`src/hw/rtl/ngsf_cmp_unit.sv`:
```
`default_nettype none
module ngsf_cmp_unit #(
   parameter int unsigned VALUE_WIDTH = 32
) (
   input  wire logic signed [VALUE_WIDTH-1:0] top_value,
   input  wire logic signed [VALUE_WIDTH-1:0] cur_value,
   input  wire logic                          want_smaller,
   output      logic                          drop
);

   // pop the top while it does not qualify as neighbour of the current element
   always_comb begin
      if (want_smaller) begin
         drop = (top_value >= cur_value);
      end else begin
         drop = (top_value <= cur_value);
      end
   end

endmodule
`default_nettype wire

```
`config.mk`:
```
export PLATFORM = sky130hd
export DESIGN_NAME = ngsf_cmp_unit
export DESIGN_NICKNAME = d
export VERILOG_FILES = /design/src/hw/rtl/ngsf_cmp_unit.sv
export SDC_FILE = /design/constraint.sdc
export NUM_CORES = 1
export LEC_CHECK = 0
export BUFFER_PORTS_ARGS = -buffer_cell sky130_fd_sc_hd__buf_2
export CAP_MARGIN = 10
export CORE_MARGIN = 2
export CORE_UTILIZATION = 42
export DETAILED_ROUTE_END_ITERATION = 8
export PLACE_DENSITY = 0.93
export SLEW_MARGIN = 10
export SYNTH_ARGS = -nofsm -noshare
export SYNTH_HDL_FRONTEND = slang
export SYNTH_SLANG_ARGS = --single-unit
```
`constraint.sdc`:
```
create_clock -name vclk -period 2.9
set_input_delay 0.725 -clock vclk [all_inputs]
set_output_delay 0.725 -clock vclk [all_outputs]
set_load 0.03 [all_outputs]
```
==> load_flow_metrics.sql <==
INSERT INTO impl_metrics (metric_group, metric, value, unit) VALUES
('cells_and_area', 'most-common-layout-cells', 'sky130_fd_sc_hd__buf_2, sky130_fd_sc_hd__ha_4, sky130_fd_sc_hd__inv_1', ''),
('logic_synthesis', 'synthDominantAreaCellType', 'sky130_fd_sc_hd__ha_1', ''),
('power_and_ir_drop', 'ir_drop', '0.00009555', 'V'),
('logic_synthesis', 'synthesis.instances', '117', ''),
('cells_and_area', 'antenna_cells', '0', ''),
('timing', 'post-route-min-period', '3.174', 'ns'),
('logic_synthesis', 'syn_avg_cell_area', '7.037', 'µm²'),
('run_status', 'violations_in_the_final_reports', 'setup timing', ''),
('grt', 'grt_overflow_total', '0', ''),
('cells_and_area', 'sequential_cell_total', '0', ''),
('setup_path', 'worst_ep_required_time', '2.17', 'ns'),
('drt', 'via_count', '1159', ''),
('cells_and_area', 'final_common_cell', 'sky130_fd_sc_hd__buf_2', ''),
('die', 'dieWidth', '48.28', 'µm'),
('setup_path', 'critical_path_class', 'input port to primary output', ''),
('cells_and_area', 'n_clock_buffer', '0', ''),
('die', 'rows', '16', ''),
('placement', 'port-buffer-count', '66', ''),
('die', 'die_y', '48.28', 'µm'),
('drt', 'post_detailed_route_count_of_antenna_violating_nets', '0', ''),
('die', 'floorplan.initialDensity', '0.4329', ''),
('logic_synthesis', 'ys_warn_count', '0', ''),
('grt', 'maximum_number_of_pins_on_one_net_before_global_route_repair', '5', ''),
('logic_synthesis', 'synth_largest_type_area_fraction', '0.4863', ''),
('setup_path', 'worst_setup_path_start_kind', 'input port', ''),
('cells_and_area', 'area_overhead_of_the_layout_relative_to_synthesis', '94.53', '%'),
('logic_synthesis', 'synthesis.nets', '214', ''),
('logic_synthesis', 'netlist_area_before_placement', '823.3', 'µm²'),
('timing', 'timing.fmax', '315.1', 'MHz'),
('run', 'maxCapViolCount', '0', ''),
('setup_path', 'worst_setup_path_startpoint', 'cur_value[30]', ''),
('die', 'core', '1902', 'µm²'),
('placement', 'dpl-instance-area', '1334', 'µm²'),
('grt', 'grt_pass1_wl', '4367', 'µm'),
('setup_path', 'crit_fanout', '2', ''),
('drt', 'drcViolationCount', '0', ''),
('grt', 'initial_antenna_violation_count', '0', ''),
('timing', 'timing_max_transition_violations_final', '0', ''),
('timing', 'setup-violations-final', '1', ''),
('setup_path', 'cp_data_arrival_time', '2.45', 'ns'),
('timing', 'fin_ws', '-0.2739', 'ns'),
('timing', 'finalCritPeriodShare', '1.094', ''),
('logic_synthesis', 'top_cells_by_area_synth', 'sky130_fd_sc_hd__ha_1, sky130_fd_sc_hd__inv_1, sky130_fd_sc_hd__a21oi_1', ''),
('cells_and_area', 'final_net_count', '289', ''),
('cells_and_area', 'final_design_area_no_fill', '1602', 'µm²'),
('placement', 'dp_slack', '-0.2846', 'ns'),
('timing', 'max_slew.worst_pin.slew', '0.2727', 'ns'),
('drt', 'detail_route.first_pass.iterations', '4', ''),
('placement', 'place.detailed.hpwl', '2131', 'µm'),
('cells_and_area', 'final_layout_size_suffix_gt1_frac', '0.6421', ''),
('cells_and_area', 'seqCellArea', '0', 'µm²'),
('min_path', 'hold_path.startpoint', 'want_smaller', ''),
('timing', 'rsz0062_at_grt', 'true', ''),
('grt', 'first_global_vias', '1153', ''),
('min_path', 'hold_path_class', 'input port to primary output', ''),
('power_and_ir_drop', 'power_leakage', '0.0008018', 'µW'),
('power_and_ir_drop', 'cellPowerDensity', '152.2', 'nW/µm²'),
('placement', 'finalWeightedCongestion', '0.7249', ''),
('logic_synthesis', 'synth-seq-area-share', '0', ''),
('drt', 'routedWlPerCell', '14.69', 'µm'),
('setup_path', 'crit_path_end_kind', 'primary output', ''),
('logic_synthesis', 'ys_types', '19', ''),
('run_status', 'outcome', 'complete, but fails checks', ''),
('timing', 'final_hold_viol_count', '0', ''),
('drt', 'dr.first_iter.drc_count', '13', ''),
('grt', 'grt_usage', '0.2586', ''),
('die', 'die_area', '2330', 'µm²'),
('drt', 'detail_route.wirelength', '3188', 'µm'),
('die', 'floorplan.io_pins', '66', ''),
('drt', 'post_drt_via_cell_ratio', '5.341', ''),
('timing', 'timing.max_slew.rel_slack', '0.8182', '');
layout make-up:
cell class / count / area, µm²
fill: 108 / 300.3
tap: 27 / 33.78
inverter: 33 / 141.4
multi-input combinational: 84 / 1032
timing repair buffer: 73 / 394.1
worst max-delay path, stage by stage:
cell and delay, ns:
sky130_fd_sc_hd__buf_2 0.08, sky130_fd_sc_hd__inv_1 0.04, sky130_fd_sc_hd__ha_1 0.31, sky130_fd_sc_hd__nand4_1 0.15, sky130_fd_sc_hd__or4_4 0.59, sky130_fd_sc_hd__a31oi_4 0.16, sky130_fd_sc_hd__or3_1 0.12, sky130_fd_sc_hd__o211ai_1 0.08
sky130_fd_sc_hd__buf_4 0.18
what timing repair did:
action                                  in CTS  in global routing
hold buffers                                 0                  0
endpoints found under the setup margin       1                  1
pin swaps                                   15                  4
gates resized for setup                     30                 12
buffers inserted                             1                  1
layer usage:
layer	up-vias	routed length, µm	GRT usage	share of wire
met4	0	169	0.1081	0.053
met2	63	1758	0.5289	0.55
li1	560	-	-	-
met1	518	1097	0.2484	0.34
met5	-	0	0	0
met3	18	163	0.03704	0.051
report_power, final:
part           internal, µW  switching (µW)  total (µW)  leakage, µW
logic                   127             117         244     0.000802
clock network             0               0           0            0
registers                 0               0           0            0
total                   127             117         244     0.000802
Yosys cell counts:
cell type	n
sky130_fd_sc_hd__a2111o_1	1
sky130_fd_sc_hd__a21o_1	2
sky130_fd_sc_hd__a21oi_1	14
sky130_fd_sc_hd__a221oi_1	1
sky130_fd_sc_hd__a31oi_1	1
sky130_fd_sc_hd__ha_1	32
sky130_fd_sc_hd__inv_1	33
sky130_fd_sc_hd__nand2_1	7
sky130_fd_sc_hd__nand3_1	1
sky130_fd_sc_hd__nand4_1	8
sky130_fd_sc_hd__nor2_1	1
sky130_fd_sc_hd__nor2b_1	1
sky130_fd_sc_hd__nor3_1	1
sky130_fd_sc_hd__o211ai_1	3
sky130_fd_sc_hd__o21ai_0	6
sky130_fd_sc_hd__or2b_2	1
sky130_fd_sc_hd__or3_1	1
sky130_fd_sc_hd__or4_1	2
sky130_fd_sc_hd__xnor2_1	1
cell families (layout without fill, tap and decap cells):
kind of cell,after synthesis,in the layout,share of synthesized area
AO/OA/AOI/OAI,28,28,0.1991
XOR/XNOR,1,1,0.01064
adder cells (fa/ha/maj),32,32,0.4863
buffers and inverters,33,106,0.1505
AND/OR/NAND/NOR,23,23,0.1535
through the flow:
stage	hold WS (ns)	std cells	TNS [ns]	power, µW	utilization
floorplan	1.829	117	-0.009762	99.75	-
global placement	1.917	215	-0.2370	169.9	0.7013
detailed placement	1.924	215	-0.2846	182.8	0.7013
CTS	1.926	216	-0.1518	215.9	0.8072
global route	2.001	217	-0.2803	269.7	0.8421
finish	1.968	217	-0.2739	243.8	0.8421
final timing paths:
kind,slack (ns),end,cells after the start
max,-0.27,drop,9
min,1.97,drop,5
(Power assumes the default switching activity.)
