<file path="config.mk">
export PLATFORM = sky130hd
export DESIGN_NAME = ngsf_ram
export DESIGN_NICKNAME = d
export VERILOG_FILES = /design/src/hw/rtl/ngsf_ram.sv
export SDC_FILE = /design/constraint.sdc
export NUM_CORES = 2
export LEC_CHECK = 0
export BUFFER_PORTS_ARGS = -buffer_cell sky130_fd_sc_hd__buf_2
export CORE_AREA = 2 2 375 377
export CTS_CLUSTER_DIAMETER = 200
export DETAILED_ROUTE_END_ITERATION = 8
export DIE_AREA = 0 0 377 379
export HOLD_SLACK_MARGIN = 0.15
export PLACE_DENSITY = 0.85
export SLEW_MARGIN = 30
export SYNTH_ARGS = -nofsm -noshare
export SYNTH_HDL_FRONTEND = slang
export SYNTH_SLANG_ARGS = --single-unit
</file>
<file path="constraint.sdc">
create_clock -name clock -period 3.7 [get_ports clock]
set_input_delay 0.74 -clock clock [delete_from_list [all_inputs] [get_ports clock]]
set_output_delay 0.74 -clock clock [all_outputs]
set_load 0.01 [all_outputs]
</file>
<file path="src/hw/rtl/ngsf_ram.sv">
`default_nettype none
module ngsf_ram #(
   parameter int unsigned WIDTH = 32,
   parameter int unsigned DEPTH = 64
) (
   input  wire logic                     clock,
   input  wire logic                     write_en,
   input  wire logic [$clog2(DEPTH)-1:0] write_addr,
   input  wire logic [WIDTH-1:0]         write_data,
   input  wire logic                     read_en,
   input  wire logic [$clog2(DEPTH)-1:0] read_addr,
   output      logic [WIDTH-1:0]         read_data
);

   logic [WIDTH-1:0] mem_ff [DEPTH];
   logic [WIDTH-1:0] read_data_ff;

   always_ff @(posedge clock) begin
      if (write_en) begin
         mem_ff[write_addr] <= write_data;
      end
      // read data holds until the next read
      if (read_en) begin
         read_data_ff <= mem_ff[read_addr];
      end
   end

   assign read_data = read_data_ff;

endmodule
`default_nettype wire

</file>
==> summary.txt <==
GRT
  • Total routing usage reported by global routing: 0.3242
  • Largest net degree at the start of global routing: 65
  • Grt total ovfl: 0
  • First-pass GRT wire length: between 300,000 and 400,000 um
  • Vias in the first global route: around 41,000
  • Antenna violations before repair: 34

Final layout
  • FF/Latch Area: roughly 62,000 um^2
  • # fillers: 8,079
  • Final standard cell area without fillers: between 80,000 and 90,000 um^2
  • Synth-to-layout area growth: 13.57%
  • Combined area of the multi-input logic cells: 15,980 um^2
  • Fraction of layout cells with a size suffix above 1: 0.3119
  • Number of nets in the layout: 3,708
  • Final Non-Filler Cells: 5,625

Clock tree
  • Clock Tree Buf Depth: 3
  • H-tree Lvls: 4
  • Worst-skew pair later-pin latency: between 800 and 900 ps
  • Number of gates resized after CTS: 0
  • Sinks on Clock Net: 2,080
  • Number of CTS-inserted buffers: 186
  • CTS tree: done
  • Clock transition at the register clock pins on the worst setup and hold paths after CTS: 70 ps
  • Number of setup buffers added after CTS: 0
  • Clock root buffer: clkbuf_16
  • Hold-fix buffers at CTS: 0

Floorplanning
  • Die outline height: 379 um
  • Initial Util: 0.5678
  • Area of the placeable core: around 140,000 um^2
  • Floorplan row count: ~140
  • Boundary Pins: 79
  • Floorplan die area: ~140,000 um^2
  • Die boundary width: 377 um

Timing
  • Max-slew violations: 0
  • Pin slew with the least headroom to its limit: 1034 ps
  • Post-route minimum period: 3035 ps
  • Final worst path period share: 0.8202
  • Total of endpoints with negative setup slack in the final report: 0
  • Post-route clock skew: about 32 ps
  • Relative slew slack: 0.3105
  • Final hold viol count: 0
  • Fmax: 329.5 MHz
  • RSZ-0062 raised after global routing: no

Synth
  • Dominant cells by area after synthesis: edfxtp_1 (79%), mux4_2 (16%), mux2i_1 (1.2%)
  • Number of distinct standard cells referenced by the synthesized netlist: 33
  • Number of warnings issued by yosys: 0
  • Synthesized-area fraction occupied by ao, oa, aoi and oai cells: 0.01666
  • Dominant combinational cell family by area after synthesis: multiplexers
  • Adder and majority cell fraction of the synthesized area: 0
  • Fraction of synthesized area in multiplexers: 0.1672
  • Simple logic cell fraction of the synthesized area: 0.01260
  • Synth Instances: 3,324
  • Top cell type's share of synthesized area: 0.7923
  • Share of the yosys chip area belonging to registers: 0.7923
  • Post-synthesis cell type with the largest combined area: edfxtp_1
  • Summed instance area of the synthesized netlist: 78,840 um^2
  • Xor and xnor fraction of the mapped netlist area: 0
  • Synthesized area divided by synthesized cell count: between 20 and 25 um^2
  • FF+latch count, synth: 2,080
  • Post-synth net total: 3,371

Pwr
  • Leakage component of the power: between 0.02 and 0.03 uW
  • Power density normalized to cell area: 533.1 nW/um^2
  • Post-layout total power: 47,730 uW
  • Highest ir drop seen on vdd: about 0.53 mV

Status
  • Outcome: finished clean

Min path
  • Cell depth of the worst min-delay path: 1
  • Hold Path Class: input port to flip-flop

Drt
  • Via total after detailed routing: 41,201
  • Detailed-router iteration count before antenna repair: 6
  • Antenna viol nets, final: 0
  • Iter 0 DRT Violations: roughly 7,700
  • Drt via density: ~7.3
  • Wirelength, routed: between 200,000 and 250,000 um
  • Post-route DRC: 0
  • Detail-routed net length per standard cell: 40.56 um

Worst setup path
  • Crit path max fanout: 19
  • Data required time at the worst endpoint: 4230 ps
  • CP startpoint kind: input port
  • WS Path Type: input port to flip-flop
  • Cell depth of the worst flop-to-flop path: 4
  • Nature of the critical path endpoint: flip-flop
  • Cells along the critical path: buf_8 > buf_4 > buf_4 > mux4_2 > o221ai_1 > a21oi_1 > a21oi_1 > nor2_1
  • Slowest stage cell on the critical path: a21oi_1
  • CP arrival: 3560 ps
  • Delay of the slowest critical-path stage: 810 ps

Placed design
  • Placed Cells incl. Taps: approximately 5,300
  • Port Buffers: 78
  • DP HPWL: about 120,000 um
  • Final weighted congestion in routability-driven placement: 0.9058
  • Area after DPL: 83,720 um^2

Flow run
  • Max capacitance violation total: 0
synth_stat cells (all sizes together):
master and number:
mux2i 93, buf 108, and3 4, o221ai 27, nor3 7, nor2 137, o32ai 4, nand3 5
a31oi 1, or2 3, nand3b 5, clkbuf 74, a22oi 12, nand4b 1, nand2b 8, edfxtp 2080
mux4 544, nor2b 15, nand2 26, o22ai 84, or3 3, a311oi 8, a21oi 62, or3b 5
nand4 2, a41o 4, and2 2
path summary, 6_finish.rpt:
path	startpoint	endpoint	slack, ps
max	read_addr[0]	read_data[7]	670
min	write_data[2]	mem_ff[41][2]	340
max reg2reg	mem_ff[31][11]	read_data[11]	1140
min reg2reg	mem_ff[12][4]	read_data[4]	870
metrics by stage:
| stage | setup slack [ps] | util | TNS (ps) | hold slack, ps |
|---|---|---|---|---|
| after floorplan | 308.1 | - | 0 | 750.2 |
| after global placement | -5.843 | 0.6025 | -5.843 | 793.5 |
| after detailed placement | 27.76 | 0.6030 | 0 | 861.2 |
| after CTS | 833.3 | 0.6443 | 0 | 391.1 |
| after global routing | 675.8 | 0.6446 | 0 | 317.2 |
| final | 665.3 | 0.6448 | 0 | 338.7 |
final cells by class:
type	instances	share of cell area
Tap cell	1807	0.02525
Timing Repair Buffer	331	0.03421
Clock inverter	99	0.009168
Multi-Input combinational cell	1062	0.1785
Sequential cell	2080	0.6976
Clock buffer	231	0.05482
Antenna cell	15	0.0004192
placed cells by master, fill, tap and decap left out, types with 3 or more instances in the layout:
cell,n
a22oi_1,12
buf_4,226
a41o_1,4
mux4_2,544
nand3b_1,5
nand2_1,26
o221ai_1,27
clkinv_4,5
buf_12,54
nor3_1,5
edfxtp_1,2080
clkinvlp_4,5
o32ai_1,4
a311oi_1,8
clkbuf_1,41
clkbuf_16,190
diode_2,15
clkinv_1,47
buf_2,48
o22ai_1,84
or3_1,3
inv_6,5
mux2i_1,93
nand3_1,5
nor2_4,62
nor2b_1,15
and3_1,4
clkinv_8,3
buf_8,3
nand2b_1,8
a21oi_1,61
or3b_2,3
clkinv_2,22
bufinv_16,12
nor2_1,75
metal layers:
| metal | part of all wire | global-route usage | vias to the layer above |
|---|---|---|---|
| li1 | - | - | 14986 |
| met4 | 0.068 | 0.1736 | 38 |
| met3 | 0.16 | 0.1028 | 929 |
| met2 | 0.47 | 0.5078 | 4439 |
| met1 | 0.31 | 0.4087 | 20809 |
| met5 | 0.00096 | 0 | - |
kinds of logic (layout without fill, tap and decap cells):
logic type	after synthesis	in the layout
flip-flops	2080	2080
multiplexers	637	637
AND/OR/NAND/NOR	223	223
AO/OA/AOI/OAI	202	202
buffers and inverters	182	661
other	0	15
power breakdown:
part	leakage (uW)	switching, uW	internal (uW)	total, uW
sequential	0.0187	123	26100	26300
clock	0.00278	8540	10200	18800
combinational	0.00648	1730	990	2720
total	0.0280	10400	37300	47700
critical path: cells and delay by family:
kind            cells  cell delay [ps]
buf+inv             3              920
compound gates      3             1190
simple gates        1              110
mux                 1              560
flip-flops by register name, indices dropped and copies added (netlist names):
register   cells
read_data     32
mem_ff      2048
(Power assumes the default switching activity.)
